<file path="src/c3f_pkg.sv">
// c3f_pkg: shared constants, types and helpers of the 3x3 image filter
// used by every module of the block; no dependencies
`default_nettype none

package c3f_pkg;

  localparam int MAX_WIDTH      = 2048;
  localparam int MAX_HEIGHT     = 2048;
  localparam int COEF_FRAC_BITS = 4;

  localparam int PIX_W     = 8;
  localparam int DIM_W     = 12;
  localparam int POS_W     = 11;
  localparam int COEF_W    = 12;
  localparam int KROW_W    = 3 * COEF_W;
  localparam int CFG_IDX_W = 3;

  localparam int PROD_W = PIX_W + 1 + COEF_W;
  localparam int PSUM_W = PROD_W + 2;
  localparam int SUM_W  = PROD_W + 4;

  localparam int JOB_DEPTH = 8;
  localparam int JOB_PTR_W = $clog2(JOB_DEPTH);
  localparam int JOB_CNT_W = $clog2(JOB_DEPTH + 1);

  localparam logic [CFG_IDX_W-1:0] REG_IMAGE_WIDTH   = 3'd0;
  localparam logic [CFG_IDX_W-1:0] REG_IMAGE_HEIGHT  = 3'd1;
  localparam logic [CFG_IDX_W-1:0] REG_KERNEL_TOP    = 3'd2;
  localparam logic [CFG_IDX_W-1:0] REG_KERNEL_MID    = 3'd3;
  localparam logic [CFG_IDX_W-1:0] REG_KERNEL_BOTTOM = 3'd4;

  localparam logic [DIM_W-1:0]  WIDTH_RST      = 12'd640;
  localparam logic [DIM_W-1:0]  HEIGHT_RST     = 12'd480;
  localparam logic [KROW_W-1:0] KERNEL_TOP_RST = 36'd16711680;
  localparam logic [KROW_W-1:0] KERNEL_MID_RST = 36'd68451373040;
  localparam logic [KROW_W-1:0] KERNEL_BOT_RST = 36'd16711680;

  typedef struct packed {
    logic [DIM_W-1:0]             width;
    logic [DIM_W-1:0]             height;
    logic [2:0][KROW_W-1:0]       kernel;
  } cfg_t;

  typedef struct packed {
    logic             has_int;
    logic             has_bdr;
    logic             fdone;
    logic [PIX_W-1:0] filt;
    logic [PIX_W-1:0] pix;
    logic [POS_W-1:0] col;
    logic [POS_W-1:0] row;
  } job_t;

  function automatic logic [DIM_W-1:0] clamp_dim(input logic [DIM_W-1:0] v,
                                                 input logic [DIM_W-1:0] hi);
    logic [DIM_W-1:0] res;
    res = v;
    if (v < DIM_W'(3)) res = DIM_W'(3);
    else if (v > hi) res = hi;
    return res;
  endfunction

endpackage

`default_nettype wire

</file>
<file path="src/c3f_job_fifo.sv">
// c3f_job_fifo: short queue of classified jobs between front and back
// depends on c3f_pkg
`default_nettype none

module c3f_job_fifo (
  input  wire logic          clk,
  input  wire logic          rst,
  input  wire logic          push,
  input  wire c3f_pkg::job_t push_job,
  input  wire logic          pop,
  output c3f_pkg::job_t      head_job,
  output logic               head_valid,
  output logic               fifo_full
);
  import c3f_pkg::*;

  job_t                 mem [JOB_DEPTH];
  logic [JOB_PTR_W-1:0] wr_ptr, rd_ptr;
  logic [JOB_CNT_W-1:0] count;
  logic                 do_push, do_pop;

  assign head_valid = (count != '0);
  assign fifo_full  = (count == JOB_CNT_W'(JOB_DEPTH));
  assign head_job   = mem[rd_ptr];
  assign do_push    = push && !fifo_full;
  assign do_pop     = pop && head_valid;

  always_ff @(posedge clk) begin
    if (rst) begin
      wr_ptr <= '0;
      rd_ptr <= '0;
      count  <= '0;
    end else begin
      if (do_push) wr_ptr <= wr_ptr + 1'b1;
      if (do_pop) rd_ptr <= rd_ptr + 1'b1;
      unique case ({do_push, do_pop})
        2'b10:   count <= count + 1'b1;
        2'b01:   count <= count - 1'b1;
        default: count <= count;
      endcase
    end
  end

  always_ff @(posedge clk) begin
    if (do_push) mem[wr_ptr] <= push_job;
  end

endmodule

`default_nettype wire

</file>
<file path="config.mk">
export PLATFORM = sky130hd
export DESIGN_NAME = c3f_job_fifo
export DESIGN_NICKNAME = d
export VERILOG_FILES = /design/src/c3f_pkg.sv /design/src/c3f_job_fifo.sv
export SDC_FILE = /design/constraint.sdc
export NUM_CORES = 1
export LEC_CHECK = 0
export BUFFER_PORTS_ARGS = -buffer_cell sky130_fd_sc_hd__buf_2
export CAP_MARGIN = 30
export CORE_MARGIN = 4
export CORE_UTILIZATION = 30
export CTS_CLUSTER_DIAMETER = 40
export CTS_CLUSTER_SIZE = 10
export DETAILED_ROUTE_END_ITERATION = 7
export GPL_TIMING_DRIVEN = 0
export SYNTH_ARGS = -nofsm -noshare
export SYNTH_HDL_FRONTEND = slang
export SYNTH_SLANG_ARGS = --single-unit
</file>
<file path="constraint.sdc">
create_clock -name clk -period 6.4 [get_ports clk]
set_input_delay 1.28 -clock clk [delete_from_list [all_inputs] [get_ports clk]]
set_output_delay 1.28 -clock clk [all_outputs]
set_load 0.01 [all_outputs]
</file>
## Yosys cells after proc, flatten, opt, wreduce, memory -nomap -nowiden

Memory sizes are Yosys's and may differ from the RTL's. A register that Yosys moved wholly into a read port is not among the register bits.
Cells that the tools add are included.
Widths: inputs -> output; s select.

- $add $sub $neg: 4
- Equality and inequality tests: 3
- Multiplexer cells: 5
- Reductions and logical operators: 5

Operator list:

| cell | number |
|---|---|
| $pmux 4 s2 | 1 |
| $add 3x1->3 const B | 2 |
| $mux 3 | 2 |
| $add 4x1->4 const B | 1 |
| $eq 4x4->1 const B | 1 |
| $reduce_bool 4->1 | 1 |
| $sub 4x1->4 const B | 1 |
| $eq 2x1->1 const B | 1 |
| $eq 2x2->1 const B | 1 |
| $logic_and 1x1->1 | 2 |
| $mux 1 | 2 |
| $reduce_bool 2->1 | 1 |
| $logic_not 1->1 | 1 |

- Register bits: 10
- RAM bits: 328
- Bits of input ports: 45
- Word-level logic and storage cells: 21
- Memories kept: 1

Memory list:

| memory | words | width | rd ports | clocked after Yosys merged registers in | wr ports | RTL line | text |
|---|---|---|---|---|---|---|---|
| mem | 8 | 41 | 1 | 1 | 1 | c3f_job_fifo.sv:17 | `job_t mem [JOB_DEPTH];` |

## Logic depth before layout (Yosys ltp)

Gate-level depths: netlist of the first run.

- Depth in word-level cells: 5
- Gate-level depth with buffers: 10

## Least setup slack after synthesis of the first run

OpenSTA, ideal clock, no wires.

- Kind: input port to flip-flop
- Start: in push
- End: mem mem[0][0] (netlist bit) (enable)
- Arrival time: 5.258 ns
- Data required time: 5.858 ns
- Slack: 0.601 ns
- Stages on the path: 2
- Buffers on the path: 0
- Path through: nand2_4 > nor4_1

- Cells in the longest elaborated chain, start to end: 3

RTL lines:

| what | RTL line | text |
|---|---|---|
| from (decl) | c3f_job_fifo.sv:8 | `input wire logic push,` |
| $logic_and 1x1->1 | c3f_job_fifo.sv:25 | `assign do_push = push && !fifo_full;` |
| $mux 1 | c3f_job_fifo.sv:45 | `if (do_push) mem[wr_ptr] <= push_job;` |
| $mux 1 (implied by the code) | c3f_job_fifo.sv:45 |  |
| to (decl) | c3f_job_fifo.sv:17 |  |

Every way passes these cells.

==> results of run 1 <==
[flip-flops by register name, summed over array words and instances (netlist names), named ones only]
signal / flops
count: 4
mem: 328
rd_ptr: 3
wr_ptr: 3
[worst reg2reg max path, cell delays in order, from the launching register on]
cell and delay [ns]:
dfxtp_1 0.45, or4b_1 0.15, buf_2 0.17, nand3_1 0.30
nor3_2 0.79, buf_6 0.26, buf_6 0.19, buf_6 0.19
[metal layers]
metal,track usage,part of all wire,vias up
li1,-,-,2736
met3,0.0332,0.051,44
met2,0.203,0.51,108
met1,0.144,0.42,3160
met5,0,0.0010,-
met4,0.0329,0.018,8
[per-stage QoR]
stage | hold WS, ns | utilization | cells | power [mW] | instance area (sq um)
after floorplan | 0.454 | - | 549 | 3.53 | 13300
after global placement | 0.485 | 0.332 | 1221 | 3.98 | 14400
after detailed placement | 0.493 | 0.343 | 1254 | 4.02 | 14900
after CTS | 0.499 | 0.372 | 1324 | 6.18 | 16200
after global routing | 0.552 | 0.372 | 1325 | 6.36 | 16200
final | 0.488 | 0.372 | 1326 | 6.07 | 16200
[synth_stat cells (2+ instances only)]
| library cell | number |
|---|---|
| clkbuf_1 | 7 |
| inv_1 | 2 |
| nand2b_1 | 2 |
| mux2_2 | 43 |
| mux4_1 | 80 |
| nand3_1 | 5 |
| buf_6 | 9 |
| edfxtp_1 | 328 |
| ha_1 | 5 |
| nand2_1 | 5 |
| xor2_1 | 7 |
| nor2_1 | 11 |
| buf_1 | 8 |
| nor3_1 | 5 |
| mux4_2 | 2 |
| a21oi_1 | 4 |
| dfxtp_1 | 13 |
[final timing paths]
check / end / start
hold reg to reg: rd_ptr[1]$_SDFFE_PP0P_ / rd_ptr[1]$_SDFFE_PP0P_
setup reg to reg: mem[4][24]$_DFFE_PP_ / count[1]$_SDFFE_PP0P_
hold / removal: rd_ptr[1]$_SDFFE_PP0P_ / rd_ptr[1]$_SDFFE_PP0P_
setup / recovery: head_job[30] / register
[power breakdown]
part           switching [mW]  total (mW)  internal, mW
Clock                   0.847        2.14          1.29
Combinational           0.635        1.28         0.641
Sequential             0.0440        2.66          2.61
[final cells by class]
type,instances,area share
tap,585,0.0453
clock buffer,58,0.0733
inverter,2,0.000465
sequential,341,0.626
antenna,2,0.000310
timing repair buffer,120,0.0517
buffer,26,0.0104
clock inverter,12,0.00465
multi-input combinational,180,0.188
[cells by family after synthesis]
group	Yosys count
compound gates	7
xor+xnor	7
fa+ha+maj	5
buf+inv	28
flops	341
mux	126
simple gates	35
==> results.toml, run 1 <==
[critical_path]
arrival_ns = 2.57
end_kind = "output port"
worstPathMaxFanout = 10
critPathKind = "register to output port"
slowest_stage = "buf_1"
cp_num_buf_inv = 3
worst-path-stages = 5
cp_cell_sequence = "clkbuf_2, buf_1, mux4_1, mux2_2, buf_2"
reg2reg_slack_ns = 3.60
critical-path-top-delay-family = "buffers and inverters"
cp.required_ns = 5.12
reg2reg_depth = 7
critical_path.max_stage_delay_ns = 0.57
start_kind = "register"

[global_route]
antenna_found_initial = 6
grt_usage = 0.117
grt_pass1_vias = 6462
grt_pass1_wl_um = 41300
grt_start_max_net_pins = 22
overflow = 0

[clock_tree]
cts_root_buf = "clkbuf_16"
clk_pin_slew_worst_paths_ns = 0.05
cts_buffers = 45
clkLatencyLatePin_ns = 0.52
htree_levels = 2
cts_sinks = 341
postCtsSetupBuffers = 0
cts_resized = 0
cts_max_path_buffers = 3
hold_buffers = 0
cts_tree = "yes"

[finish]
mostFrequentLayoutCells = "edfxtp_1 (328), buf_2 (88), mux4_1 (80)"
fillCellCount = 3959
nets = 766
seq_area_sq_um = 10100
drive_gt1_frac = 0.326
areaGrowthSynthToFinish_pct = 21.7
multiInputGateArea_sq_um = 3040
final_common_cell = "edfxtp_1"

[timing]
setup_tns_ns = 0
setup_ws_ns = 2.55
rsz0062_at_grt = "no"
fmax_mhz = 260
worst_slew_margin_rel = 0.388
setup_violations = 0
drv_slew = 0
worst_pin_slew_ns = 0.912
post-route-period-util = 0.601
fin_skew_ns = 0.0103
fin_crit_ns = 3.85
hold_violations = 0

[run_status]
status = "finished clean"

[min_path]
min_path_cells = 2
hp-class = "register to register"

[route]
vias = 6056
drt_pre_antenna_iters = 6
drc_errors = 0
first_iter_violations = 247
wire_per_inst_um = 21.0
drt_wl_total_um = 27800
avgViaCountPerCell = 4.57
ant_nets = 0

[die]
core_area_sq_um = 43500
die-area_sq_um = 47700
fp.dieH_um = 218
die_w_um = 218
rows = 76
start_util = 0.305
pin_count = 88

[synth]
synth_edf_count = 328
yosysTopAreaCell = "edfxtp_1"
ys_seq_area_frac = 0.762
synthAdderAreaFrac = 0.00471
synth_warnings = 0
synthXorXnorAreaFrac = 0.00462
async_flop_share = 0
ys_seq_elements = 341
synth-compound-area-share = 0.00320
yosys-top-cells-area = "edfxtp_1 (74%), mux4_1 (16%), mux2_2 (3.6%)"
synth_top_family_by_area = "multiplexers"
synthCells = 549
synthesis.nets = 599
muxShareOfSynthArea = 0.199
synth_flop_cell = "edfxtp_1"
synth.distinct_cells = 30
post_synth_instance_area_sq_um = 13300
synth_area_per_cell_sq_um = 24.2
synth_top_area_frac = 0.742
synthSimpleGateAreaFrac = 0.0138

[place]
gp_congestion = 0.651
port_buffers = 87
dp_slack_ns = 2.91
dp_hpwl_um = 18000

[power_and_ir_drop]
p_leak_nw = 5.35
peakVddDrop_v = 0.000163
p_per_area_nw_per_um2 = 376

[job]
cap_violations = 0
No activity file was read; power rests on OpenSTA's default activity.
==> run 2, diff against run 1 <==
==> constraint.sdc (replaced) <==
create_clock -name clk -period 3.75 [get_ports clk]
set_input_delay 0.75 -clock clk [delete_from_list [all_inputs] [get_ports clk]]
set_output_delay 0.75 -clock clk [all_outputs]
set_load 0.01 [all_outputs]
==> run 2 against run 1 <==
  * Die area unchanged
  * Global-route usage decreased by 0.25 points
  * Final cell count decreased by 0.15%
  * Core utilization increased by 0.28 points
  * First-iteration DRC count increased by 69%
  * Combinational power increased by 70%
  * Critical endpoint unchanged
  * Largest cell class unchanged
  * Largest power group unchanged
  * Highest routed layer unchanged
==> results.toml, run 2 (synthesis results as in run 1) <==
[timing]
fin_crit_ns = 3.33
fmax_mhz = 300
drv_slew = 0
setup_violations = 0
post-route-period-util = 0.888
hold_violations = 0
rsz0062_at_grt = "no"
finalHoldWorstSlack_ns = 0.490
fin_skew_ns = 0.0166
worst_slew_margin_rel = 0.475
worst_pin_slew_ns = 0.786

[finish]
areaGrowthSynthToFinish_pct = 22.6
finalNonFillerCells = 1324
fillCellCount = 3944
drive_gt1_frac = 0.322
nets = 760
top_register = "mem"
final_common_cell = "edfxtp_1"
utilization = 0.375
top_regs = "mem: 328 flops, count: 4 flops"
mostFrequentLayoutCells = "edfxtp_1 (328), buf_2 (88), mux4_1 (80)"
largest_reg_flops = 328
stdcell_area_sq_um = 16300

[power_and_ir_drop]
peakVddDrop_v = 0.000358
p_per_area_nw_per_um2 = 648
p_leak_nw = 5.39

[clock_tree]
clk_pin_slew_worst_paths_ns = 0.05
postCtsSetupBuffers = 0
clkLatencyLatePin_ns = 0.52
cts_sinks = 341
cts_tree = "yes"
cts_max_path_buffers = 3
htree_levels = 2
cts_resized = 0
cts_root_buf = "clkbuf_16"
cts_buffers = 45
hold_buffers = 0

[route]
vias = 6033
avgViaCountPerCell = 4.56
ant_nets = 0
drc_errors = 0
first_iter_violations = 417
drt_pre_antenna_iters = 4
wire_per_inst_um = 20.9
drt_wl_total_um = 27600

[global_route]
grt_start_max_net_pins = 24
overflow = 0
antenna_found_initial = 6
grt_pass1_wl_um = 40700
grt_usage = 0.115
grt_pass1_vias = 6323

[critical_path]
start_kind = "register"
arrival_ns = 2.58
r2r-start = "count[1]$_SDFFE_PP0P_"
end_kind = "output port"
rr_endpoint = "count[3]$_SDFFE_PP0P_"
cp.required_ns = 3.00
reg2reg_depth = 9
worstPathMaxFanout = 10
critPathKind = "register to output port"
reg2reg_slack_ns = 1.11

[run_status]
status = "finished clean"

[job]
cap_violations = 0

[min_path]
min_path_cells = 2
hp-class = "register to register"
hold_start = "rd_ptr[1]$_SDFFE_PP0P_"

[place]
placed_cell_area_sq_um = 14900
port_buffers = 87
dp_hpwl_um = 17800
placed_cells = 1248
gp_congestion = 0.626

[die]
start_util = 0.305
die-area_sq_um = 47700
die_w_um = 218
fp.dieH_um = 218
rows = 76
core_area_sq_um = 43500
pin_count = 88
-- run 2: cell count changes in the layout (fill, tap and decap cells not counted), sizes merged --
| cell | previous run | this run |
|---|---|---|
| clkbuf | 66 | 63 |
| clkinvlp | 3 | 1 |
| clkinv | 7 | 13 |
| buf | 138 | 132 |
| bufinv | 0 | 2 |
| diode | 2 | 3 |
-- run 2: through the flow --
step                      TNS, ns  setup slack [ns]  total power, mW
after CTS                       0             0.342             10.7
after detailed placement        0             0.906             6.86
final                           0             0.419             10.6
after global placement    -778.96             -3.69             6.77
after global routing            0             0.296             11.0
after floorplan            -50.63            -0.412             6.02
-- run 2: power breakdown --
part           leakage [nW]  switching [mW]  total [mW]  internal, mW
logic                  1.65            1.09        2.18          1.09
clock network         0.658            1.45        3.83          2.39
registers              3.08          0.0806        4.54          4.46
total                  5.39            2.62        10.6          7.94
-- run 2: metal layers --
metal  global-route usage  part of all wire  vias to the layer above
met5                    0            0.0017                        -
met4               0.0274             0.016                        6
met3               0.0293             0.049                       47
met2                0.192              0.50                      120
met1                0.151              0.44                     3131
li1                     -                 -                     2729
-- run 2: worst max-delay path by stage --
stage,start,slack (ns),to,cells past startpoint
floorplan,push,-0.41,mem[1][0]$_DFFE_PP_,2
global placement,push,-3.69,mem[3][21]$_DFFE_PP_,3
detailed placement,register,0.91,head_job[10],5
CTS,register,0.34,head_job[10],5
global route,register,0.30,head_job[22],5
finish,register,0.42,head_job[30],5
-- run 2: area by class of cell --
type,count,area (sq um),share of cell area
plain buffers,26,168,0.0103
clock buffers,55,1210,0.0741
repair buffers,114,853,0.0524
multi-input cells,180,3050,0.188
clock inverters,18,140,0.00861
inverters,2,7.51,0.000461
well taps,585,732,0.0450
flip-flops and latches,341,10100,0.621
diodes,3,7.51,0.000461
-- run 2: worst max-delay path: stages (launching register included) --
cell	delay, ns
dfxtp_1	0.30
clkbuf_2	0.26
buf_1	0.63
mux4_1	0.41
mux2_2	0.31
buf_2	0.15
