[src/c3f_pkg.sv]
// c3f_pkg: shared constants, types and helpers of the 3x3 image filter
// used by every module of the block; no dependencies
`default_nettype none

package c3f_pkg;

  localparam int MAX_WIDTH      = 2048;
  localparam int MAX_HEIGHT     = 2048;
  localparam int COEF_FRAC_BITS = 4;

  localparam int PIX_W     = 8;
  localparam int DIM_W     = 12;
  localparam int POS_W     = 11;
  localparam int COEF_W    = 12;
  localparam int KROW_W    = 3 * COEF_W;
  localparam int CFG_IDX_W = 3;

  localparam int PROD_W = PIX_W + 1 + COEF_W;
  localparam int PSUM_W = PROD_W + 2;
  localparam int SUM_W  = PROD_W + 4;

  localparam int JOB_DEPTH = 8;
  localparam int JOB_PTR_W = $clog2(JOB_DEPTH);
  localparam int JOB_CNT_W = $clog2(JOB_DEPTH + 1);

  localparam logic [CFG_IDX_W-1:0] REG_IMAGE_WIDTH   = 3'd0;
  localparam logic [CFG_IDX_W-1:0] REG_IMAGE_HEIGHT  = 3'd1;
  localparam logic [CFG_IDX_W-1:0] REG_KERNEL_TOP    = 3'd2;
  localparam logic [CFG_IDX_W-1:0] REG_KERNEL_MID    = 3'd3;
  localparam logic [CFG_IDX_W-1:0] REG_KERNEL_BOTTOM = 3'd4;

  localparam logic [DIM_W-1:0]  WIDTH_RST      = 12'd640;
  localparam logic [DIM_W-1:0]  HEIGHT_RST     = 12'd480;
  localparam logic [KROW_W-1:0] KERNEL_TOP_RST = 36'd16711680;
  localparam logic [KROW_W-1:0] KERNEL_MID_RST = 36'd68451373040;
  localparam logic [KROW_W-1:0] KERNEL_BOT_RST = 36'd16711680;

  typedef struct packed {
    logic [DIM_W-1:0]             width;
    logic [DIM_W-1:0]             height;
    logic [2:0][KROW_W-1:0]       kernel;
  } cfg_t;

  typedef struct packed {
    logic             has_int;
    logic             has_bdr;
    logic             fdone;
    logic [PIX_W-1:0] filt;
    logic [PIX_W-1:0] pix;
    logic [POS_W-1:0] col;
    logic [POS_W-1:0] row;
  } job_t;

  function automatic logic [DIM_W-1:0] clamp_dim(input logic [DIM_W-1:0] v,
                                                 input logic [DIM_W-1:0] hi);
    logic [DIM_W-1:0] res;
    res = v;
    if (v < DIM_W'(3)) res = DIM_W'(3);
    else if (v > hi) res = hi;
    return res;
  endfunction

endpackage

`default_nettype wire

[src/c3f_back.sv]
// c3f_back: expands each job into its interior and border results and
// holds the oldest result on the output ports; depends on c3f_pkg
`default_nettype none

module c3f_back (
  input  wire logic          clk,
  input  wire logic          rst,
  input  wire c3f_pkg::job_t job,
  input  wire logic          job_valid,
  output logic               job_pop,
  output logic               empty,
  input  wire logic          pop,
  output logic [7:0]         out_pixel,
  output logic [10:0]        out_col,
  output logic [10:0]        out_row,
  output logic               last_of_run,
  output logic               frame_done
);
  import c3f_pkg::*;

  job_t cur;
  logic int_pend, bdr_pend, cur_valid, last, take;

  assign cur_valid = int_pend || bdr_pend;
  assign last      = !(int_pend && bdr_pend);
  assign take      = !cur_valid || (pop && last);
  assign job_pop   = job_valid && take;
  assign empty     = !cur_valid;

  always_ff @(posedge clk) begin
    if (rst) begin
      int_pend <= 1'b0;
      bdr_pend <= 1'b0;
    end else if (take) begin
      int_pend <= job_valid && job.has_int;
      bdr_pend <= job_valid && job.has_bdr;
    end else if (pop) begin
      int_pend <= 1'b0;
    end
  end

  always_ff @(posedge clk) begin
    if (job_pop) cur <= job;
  end

  // interior result goes first, then the border copy
  assign out_pixel   = int_pend ? cur.filt : cur.pix;
  assign out_col     = int_pend ? cur.col - 1'b1 : cur.col;
  assign out_row     = int_pend ? cur.row - 1'b1 : cur.row;
  assign last_of_run = last;
  assign frame_done  = !int_pend && cur.fdone;

endmodule

`default_nettype wire

[config.mk]
export PLATFORM = sky130hd
export DESIGN_NAME = c3f_back
export DESIGN_NICKNAME = d
export VERILOG_FILES = /design/src/c3f_pkg.sv /design/src/c3f_back.sv
export SDC_FILE = /design/constraint.sdc
export NUM_CORES = 1
export LEC_CHECK = 0
export BUFFER_PORTS_ARGS = -buffer_cell sky130_fd_sc_hd__clkbuf_2
export CAP_MARGIN = 20
export CELL_PAD_IN_SITES_DETAIL_PLACEMENT = 0
export CELL_PAD_IN_SITES_GLOBAL_PLACEMENT = 1
export CORE_UTILIZATION = 36
export CTS_CLUSTER_DIAMETER = 80
export DETAILED_ROUTE_END_ITERATION = 10
export GPL_TIMING_DRIVEN = 0
export PLACE_DENSITY_LB_ADDON = 0.3
export SLEW_MARGIN = 20
export SYNTH_ARGS = -nofsm -noshare
export SYNTH_HDL_FRONTEND = slang
export SYNTH_SLANG_ARGS = --single-unit
[constraint.sdc]
create_clock -name clk -period 3.8 [get_ports clk]
set_clock_uncertainty 0.05 [all_clocks]
set_input_delay 1.14 -clock clk [delete_from_list [all_inputs] [get_ports clk]]
set_output_delay 1.14 -clock clk [all_outputs]
set_load 0.05 [all_outputs]
# Word-level counts from Yosys, hierarchy flattened
# Cells that the tools add are included.
[word_totals] ram_bits=0 memories=0 out_inout_bits=34 register_bits=41 latchBits=0 inputBits=45 elab_cells=26 rom_bits=0
[classes] reduce_logical=12 add_sub_neg=2 shifts=0 n_eq_ne=0 multipliers=0 n_mux=5 magnitude_cmp=0 bitwise=0 n_div=0
[op_table] operator="11-bit two-way mux" n=2
[op_table] operator="11-bit by 1-bit subtractor with 11-bit output, second input constant" n=2
[op_table] operator="8-bit two-way mux" n=1
[op_table] operator="1-bit logical AND" n=6
[op_table] operator="1-bit logical NOT" n=3
[op_table] operator="1-bit logical OR" n=2
[op_table] operator="1-bit two-way mux" n=2
[op_table] operator="2-bit nonzero test" n=1

# Depth between registers and ports, before layout
# Gate-level depths: netlist of run 1.
[depth] word_depth=5 ltp_mapped=5 ltp_nobuf=5

# Worst setup path before layout of run 1
# Ideal clock, no wire load.
[synth_timing] path_kind="input port to output port" start="input pop" end="output job_pop" path_buffers=0 path_slack_ns=-0.015 path_stages=3 t_required_ns=2.610 t_arrival_ns=2.625 cell_sequence="nand2b_1 -> and2_1 -> o21a_1"
[synth_via] elab_chain_cells=3
[synth_lines] element="start: declaration" line="c3f_back.sv:12" source="input wire logic pop,"
[synth_lines] element="1-bit logical AND" line="c3f_back.sv:26" source="assign take = !cur_valid || (pop && last);"
[synth_lines] element="1-bit logical OR" line="c3f_back.sv:26"
[synth_lines] element="1-bit logical AND" line="c3f_back.sv:27" source="assign job_pop = job_valid && take;"
[synth_lines] element="end: declaration" line="c3f_back.sv:10" source="output logic job_pop,"
# Every way passes these cells.

# Worst setup path after layout of run 1
# Ends and elaborated chain as after synthesis.

==> metrics, run 1 <==
CP delay by family, top=compound AO/OA/AOI/OAI gates; vias per cell=4.60; Synth cell types=35; total power=1.02 mW; Most Frequent Cell on Critical Path=clkbuf_2; Die Ht=73.0 µm; P&R area growth vs syn=31.0%; later-pin clock latency in the skew report=around 0.28 ns; vias in the first global route=1174; die area=between 5000 and 6000 µm²; YS warnings=0; commonest cells after routing, fill and taps aside=clkbuf_2, edfxtp_1, xor2_1, xnor2_1, mux2_2; PnR worst setup slack=0.212 ns; initial antenna violation count=0; Clock transition at path regs=about 0.070 ns; Initial Util=between 30 and 40%; CP Launch Type=input pin; hold path start=bdr_pend; num rows=25; commonest non-fill, non-tap cell in the layout=clkbuf_2; CTS Buf Count=5; Met3 Routed Length=276 µm; CTS tree=yes; met2 routed WL=1.81 mm; fin nets=about 250; first-pass GRT wire length=5.16 mm; worst path arrival time=~2.4 ns; Syn Std Cell Area=between 1500 and 2000 µm²; IO Count=between 70 and 80; DRT Wirelength=3.45 mm; Fill cells=446; outcome=finished clean; post-route minimum period=3.59 ns; DRC Markers=0; Clock Tree Buf Depth=2; Met1 Wirelength=between 1 and 1.5 mm; Synth Instances=120; Max transition margin=64.3%; antenna fix cells=0; RSZ-0062 raised after global routing=false; Fmax=279 MHz; power per cell area=428 nW/µm²; CP peak stage delay=0.51 ns; Setup Total Neg Slack=0 ns; Antenna Nets Post-Route=0; final cycle utilization of the critical path=94.4%; I/O Buffers=78; Final Hold Fails=0; die width=about 73 µm; uppermost layer routed=met4; maximum VDD drop=0.302 mV; clock sink count=between 40 and 50; pre-CTS setup slack=-0.0866 ns; LEAKAGE=0.978 nW; wire per inst=around 13 µm; crit path kind=in2out; CTS Hold Buffers Added=0; DRT iter0 DRCs=33; worst path cell trace=clkbuf_2 -> nor2b_1 -> o21a_4 -> clkbuf_2; dpl hpwl=2.66 mm; Slew @ Worst Pin=0.536 ns; cell with the largest stage delay on the worst path=o21a_4; global-route usage over all layers=a little over an eighth; core footprint=4790 µm²; DR pass1 iterations=4; CTS H-Tree Depth=2; RR Startpoint=int_pend; Clock Root Buffer=clkbuf_8; Slew Limit Fails=0; CP Data Required Time=2.61 ns; Synth Register Bits=41; layout cell share with drive strength beyond 1=approximately half; Worst Path Max Fanout=40; overall via count from detail_route=1251; Post-Syn Nets=about 170; Final Wtd Congestion=0.745; sequential share of the synthesized area=66.8%; crit path launch=pop; CP endpoint kind=output port; Hold Crit Class=reg2reg; Max-Cap Viols=0; Syn Area/Cell=around 15 µm²; crit path buf inv count=2; Setup violations, final=0; GRT overflow=0; largest net degree at the start of global routing=41
## synth_stat cells, drive strengths merged
cell type / instances / area share [%]
inv: 5 / 1.0
edfxtp: 39 / 65
nor4b: 2 / 1.3
nor2b: 2 / 0.69
xnor2: 8 / 3.9
a221oi: 1 / 0.48
nand3: 3 / 0.83
nand3b: 1 / 0.41
nor4: 3 / 2.2
or4: 1 / 0.62
nor4bb: 1 / 0.55
a21oi: 3 / 0.83
xor2: 11 / 5.3
and2: 1 / 0.35
o21a: 1 / 0.41
buf: 3 / 1.1
or3: 1 / 0.35
ha: 2 / 1.4
o41ai: 1 / 0.48
nor3: 3 / 1.1
nand4b: 2 / 0.97
nand2b: 1 / 0.35
o21ai: 1 / 0.28
nor2: 7 / 1.4
nand2: 5 / 1.0
mux2: 8 / 5.0
o211ai: 1 / 0.41
or3b: 1 / 0.48
dfxtp: 2 / 2.2
## sequential cells by signal, summed over array words and instances (netlist names)
| name | cells |
|---|---|
| cur | 39 |
| int_pend | 1 |
| bdr_pend | 1 |
## kinds of logic (layout without fill, tap and decap cells)
family / after synthesis / in the layout / synth area share [%]
AOI/OAI and AO/OA: 8 / 8 / 2.90
xor gates and xnor gates: 19 / 19 / 9.17
adders and majority gates: 2 / 2 / 1.38
buffers and inverters: 8 / 93 / 2.14
DFF: 41 / 41 / 66.8
muxes: 8 / 8 / 4.97
and+or+nand+nor: 34 / 34 / 12.7
## routing by layer
metal  global-route usage, %  vias to the layer above
met5                       0                        -
met4                    7.41                        0
met3                    4.97                       10
met2                    23.6                       56
met1                    13.8                      572
li1                        -                      613
## power breakdown
group / internal, mW / total, mW / switching [mW]
sequential: 0.530 / 0.548 / 0.0177
clock: 0.123 / 0.262 / 0.139
combinational: 0.0583 / 0.208 / 0.149
total: 0.711 / 1.02 / 0.306
## cell type report
class                   count  area (µm²)  share of cell area [%]
multi-input cells          71         572                    24.1
clock buffers               5        68.8                    2.90
repair buffers             78         390                    16.4
plain buffers               3        20.0                   0.843
inverters                   5        18.8                   0.790
well taps                  67        83.8                    3.53
flip-flops and latches     41        1210                    51.0
clock inverters             2        11.3                   0.474
## final timing paths
| check | endpoint | slack [ns] | depth (start not counted) |
|---|---|---|---|
| worst max-delay path | job_pop | 0.21 | 4 |
| worst min-delay path | bdr_pend | 0.50 | 2 |
| worst max register to register | cur[17] | 2.20 | 2 |
| worst min register to register | bdr_pend | 0.50 | 2 |
## what timing repair did
action                                  CTS  global route
gates resized for setup                   1             0
setup buffers                             0             0
endpoints found under the setup margin    1             0
## stage by stage
stage,std cells,util [%],hold slack (ns),cell area [µm²]
final,272,49.6,0.495,2380
after global routing,272,49.6,0.551,2380
after CTS,272,49.6,0.498,2380
after detailed placement,265,47.8,0.484,2290
after global placement,265,47.8,0.448,2290
after floorplan,120,-,0.434,1820
## worst min-delay path, stage by stage (launching register included)
cell and delay [ns]:
dfxtp_1 0.33, inv_1 0.09, a221oi_1 0.08
(Power assumes the default switching activity.)
==> run 2, diff against run 1 <==
--- a/config.mk
+++ b/config.mk
@@ -9,11 +9,13 @@
 export CAP_MARGIN = 20
 export CELL_PAD_IN_SITES_DETAIL_PLACEMENT = 0
 export CELL_PAD_IN_SITES_GLOBAL_PLACEMENT = 1
+export CORE_MARGIN = 2
 export CORE_UTILIZATION = 36
 export CTS_CLUSTER_DIAMETER = 80
 export DETAILED_ROUTE_END_ITERATION = 10
 export GPL_TIMING_DRIVEN = 0
 export PLACE_DENSITY_LB_ADDON = 0.3
+export SKIP_LAST_GASP = 1
 export SLEW_MARGIN = 20
 export SYNTH_ARGS = -nofsm -noshare
 export SYNTH_HDL_FRONTEND = slang
==> metrics, run 2 (synthesized netlist as in run 1, its figures left out) <==
worst path arrival time=2.42 ns; met2 routed WL=1.98 mm; CTS Buf Count=5; DR pass1 iterations=4; CTS tree=yes; FF-to-FF setup slack=2.19 ns; largest registers=cur x39, bdr_pend x1, int_pend x1; vias in the first global route=roughly 1300; Final Hold Fails=0; clock sink count=41; Max transition margin=62.1%; DRT iter0 DRCs=45; Met3 Routed Length=212 µm; cell with the largest stage delay on the worst path=o21a_4; Worst Reg-to-Reg Cells=2; CTS Hold Buffers Added=0; uppermost layer routed=met4; Die Ht=75.0 µm; fin nets=252; later-pin clock latency in the skew report=0.28 ns; Setup Total Neg Slack=0 ns; max reg flops=39; Worst Hold Path EP=bdr_pend; Clock Root Buffer=clkbuf_8; post-route minimum period=3.61 ns; maximum VDD drop=0.294 mV; dpl hpwl=2.79 mm; Slew @ Worst Pin=0.567 ns; LEAKAGE=0.985 nW; core footprint=4790 µm²; Fmax=around 280 MHz; Most Frequent Cell on Critical Path=clkbuf_2; vias per cell=roughly 4.6; power per cell area=about 430 nW/µm²; die area=about 5600 µm²; DRC Markers=0; outcome=finished clean; Initial Util=37.9%; CP Data Required Time=2.61 ns; IO Count=79; Final Wtd Congestion=0.750; crit path launch=pop; global-route usage over all layers=13.4%; crit path kind=in2out; I/O Buffers=78; overall via count from detail_route=1246; hold path start=bdr_pend; Biggest register=cur; PnR worst setup slack=0.191 ns; Antenna Nets Post-Route=0; Clock Tree Buf Depth=2; wire per inst=13.2 µm; die width=75.0 µm; Met1 Wirelength=1.35 mm; commonest cells after routing, fill and taps aside=clkbuf_2, edfxtp_1, xor2_1, xnor2_1, mux2_2; hold depth=2; final cycle utilization of the critical path=approximately 95%; GRT overflow=0; commonest non-fill, non-tap cell in the layout=clkbuf_2; design area=2380 µm²; Max-Cap Viols=0; CP endpoint kind=output port; DRT Wirelength=around 3.6 mm; Slew Limit Fails=0; initial antenna violation count=0; Worst Path Max Fanout=40; total power=around 1.0 mW; Reg2Reg Capture Point=cur[22]; Setup violations, final=0; CP peak stage delay=0.54 ns; DP Cell Count=265; CP Launch Type=input pin; Hold Crit Class=reg2reg; num rows=25; Post-CTS Repair Setup Buffers=0; antenna fix cells=0; fin cells=273; P&R area growth vs syn=31.3%; first-pass GRT wire length=5.53 mm; RSZ-0062 raised after global routing=false; CTS H-Tree Depth=2; placed inst area=2290 µm²; layout cell share with drive strength beyond 1=50.0%; RR Startpoint=int_pend; worst path cell trace=clkbuf_2 -> nor2b_1 -> o21a_4 -> clkbuf_2; largest net degree at the start of global routing=41; Clock transition at path regs=0.08 ns; pre-CTS setup slack=-0.0799 ns
## run 2: changes by cell type in the layout (fill, tap and decap cells not counted)
| cell | delta |
|---|---|
| clkinv_2 | +2 |
| clkinv_1 | -1 |
## run 2: where the power goes
| group | internal [mW] | switching, mW |
|---|---|---|
| registers | 0.530 | 0.0179 |
| clock network | 0.127 | 0.143 |
| logic | 0.0584 | 0.150 |
## run 2: stage by stage
step | hold slack [ns] | util [%]
2_1_floorplan | 0.434 | -
3_3_place_gp | 0.448 | 47.8
3_5_place_dp | 0.482 | 47.8
4_1_cts | 0.495 | 49.8
5_1_grt | 0.529 | 49.8
6_report | 0.485 | 49.8
## run 2: worst max-delay path, delay by kind of cell
family / cells / cell delay [ns]
AOI/OAI and AO/OA: 1 / 0.54
and+or+nand+nor: 1 / 0.27
buffers and inverters: 2 / 0.46
## run 2: layout make-up
| type | instances | area [µm²] |
|---|---|---|
| buffer | 3 | 20.0 |
| multi-input combinational | 71 | 572 |
| fill | 444 | 2400 |
| tap | 67 | 83.8 |
| timing repair buffer | 78 | 390 |
| clock buffer | 5 | 68.8 |
| sequential | 41 | 1210 |
| inverter | 5 | 18.8 |
| clock inverter | 3 | 17.5 |
## run 2: how the worst max path moves through the flow
stage                       endpoint  slack [ns]  cells after the start
after floorplan           out_col[5]        0.46                      3
after global placement       job_pop        0.02                      5
after detailed placement     job_pop       -0.08                      4
after CTS                    job_pop        0.20                      4
after global routing         job_pop        0.11                      4
final                        job_pop        0.19                      4
## run 2: repair_timing
action,in CTS,in global routing
endpoints found under the setup margin,1,0
gates resized for setup,1,0
hold endpoints to repair,0,0
## run 2: routing by layer
layer  track usage [%]  up-vias
met5                 0        -
met4              6.75        0
met3              3.08        7
met2              25.7       46
met1              13.2      580
li1                  -      613
==> run 3, diff against run 2 <==
--- a/config.mk
+++ b/config.mk
@@ -5,7 +5,7 @@
 export SDC_FILE = /design/constraint.sdc
 export NUM_CORES = 1
 export LEC_CHECK = 0
-export BUFFER_PORTS_ARGS = -buffer_cell sky130_fd_sc_hd__clkbuf_2
+export BUFFER_PORTS_ARGS = -buffer_cell sky130_fd_sc_hd__buf_4
 export CAP_MARGIN = 20
 export CELL_PAD_IN_SITES_DETAIL_PLACEMENT = 0
 export CELL_PAD_IN_SITES_GLOBAL_PLACEMENT = 1
==> metrics, run 3 (synthesized netlist as in run 1, its figures left out) <==
CP endpoint kind=output port; Fmax=285 MHz; largest net degree at the start of global routing=slightly above 40; fin nets=252; commonest non-fill, non-tap cell in the layout=buf_4; I/O Buffers=78; Biggest register=cur; Die Ht=75.0 µm; first-pass GRT wire length=about 5.7 mm; vias per cell=roughly 4.6; max reg flops=39; initial antenna violation count=0; CP Data Required Time=2.61 ns; placed inst area=~2500 µm²; Final Wtd Congestion=0.722; Clock Root Buffer=clkbuf_8; final cycle utilization of the critical path=92.4%; global-route usage over all layers=13.9%; fin cells=273; Slew @ Worst Pin=0.554 ns; num rows=25; P&R area growth vs syn=43.2%; layout cell share with drive strength beyond 1=49.0%; Final Hold Fails=0; overall via count from detail_route=roughly 1300; DRT Wirelength=3.76 mm; GRT overflow=0; core footprint=4790 µm²; hold path start=bdr_pend; LEAKAGE=between 1 and 1.5 nW; maximum VDD drop=0.221 mV; DP Cell Count=roughly 270; design area=2600 µm²; outcome=finished clean; post-route minimum period=between 3 and 4 ns; antenna fix cells=0; die width=75.0 µm; Clock transition at path regs=approximately 0.07 ns; Setup violations, final=0; dpl hpwl=2.84 mm; vias in the first global route=between 1000 and 1500; Setup Total Neg Slack=0 ns; DRT iter0 DRCs=45; Hold Crit Class=reg2reg; clock sink count=just over 40; later-pin clock latency in the skew report=0.29 ns; RR Startpoint=int_pend; Initial Util=between 30% and 40%; DR pass1 iterations=4; Max transition margin=between 60% and 70%; CTS H-Tree Depth=2; power per cell area=432 nW/µm²; largest registers=cur x39, bdr_pend x1, int_pend x1; DRC Markers=0; Slew Limit Fails=0; wire per inst=13.8 µm; CTS tree=yes; CTS Hold Buffers Added=0; Post-CTS Repair Setup Buffers=0; worst path arrival time=2.32 ns; CTS Buf Count=5; CP Launch Type=input pin; IO Count=79; RSZ-0062 raised after global routing=false; Fill cells=approximately 420; commonest cells after routing, fill and taps aside=buf_4, edfxtp_1, xor2_1, xnor2_1, mux2_2; Max-Cap Viols=0; PostCTS Resize Cnt=0; Clock Tree Buf Depth=2; crit path launch=pop; Worst Path Max Fanout=40; Antenna Nets Post-Route=0; die area=5620 µm²; crit path kind=in2out
-- run 3: cell count changes in the layout (fill, tap and decap cells not counted) --
cell        before  now
clkbuf_1         0    1
clkinv_2         2    0
clkbuf_2        78    0
clkinvlp_4       1    0
clkinv_1         0    1
bufinv_16        0    1
buf_4            0   78
-- run 3: final timing paths --
check,to,slack [ns],cells past startpoint
hold reg to reg,bdr_pend,0.49,2
setup / recovery,job_pop,0.29,4
setup reg to reg,cur[34],2.19,2
hold / removal,bdr_pend,0.49,2
-- run 3: cell type report --
cell class,count,area [µm²],area share (%)
well taps,67,83.8,3.23
plain buffers,3,20.0,0.771
inverters,5,18.8,0.723
multi-input cells,71,572,22.0
repair buffers,78,586,22.5
clock inverters,2,33.8,1.30
flip-flops and latches,41,1210,46.6
clock buffers,6,72.6,2.79
-- run 3: critical path: stages --
cell and delay, ns:
buf_4 0.08, nor2b_1 0.25, o21a_4 0.53, buf_4 0.30
-- run 3: layer usage --
layer | global-route usage (%) | routed length [µm]
met1 | 14.9 | 1370
met2 | 25.5 | 2100
met3 | 3.48 | 242
met4 | 6.55 | 38
met5 | 0 | 0
-- run 3: where the power goes --
group          internal [mW]  switching (mW)  total [mW]
clock network          0.194           0.142       0.336
registers              0.530          0.0180       0.548
logic                 0.0878           0.151       0.239
-- run 3: stage by stage --
step | worst slack, ns | power [mW] | hold slack (ns) | utilization (%)
CTS | 0.000706 | 1.13 | 0.490 | 54.1
finish | 0.289 | 1.12 | 0.486 | 54.3
floorplan | 0.455 | 0.704 | 0.434 | -
global route | 0.190 | 1.17 | 0.535 | 54.3
global placement | 0.0970 | 0.791 | 0.448 | 51.9
detailed placement | 0.000287 | 0.798 | 0.479 | 51.9
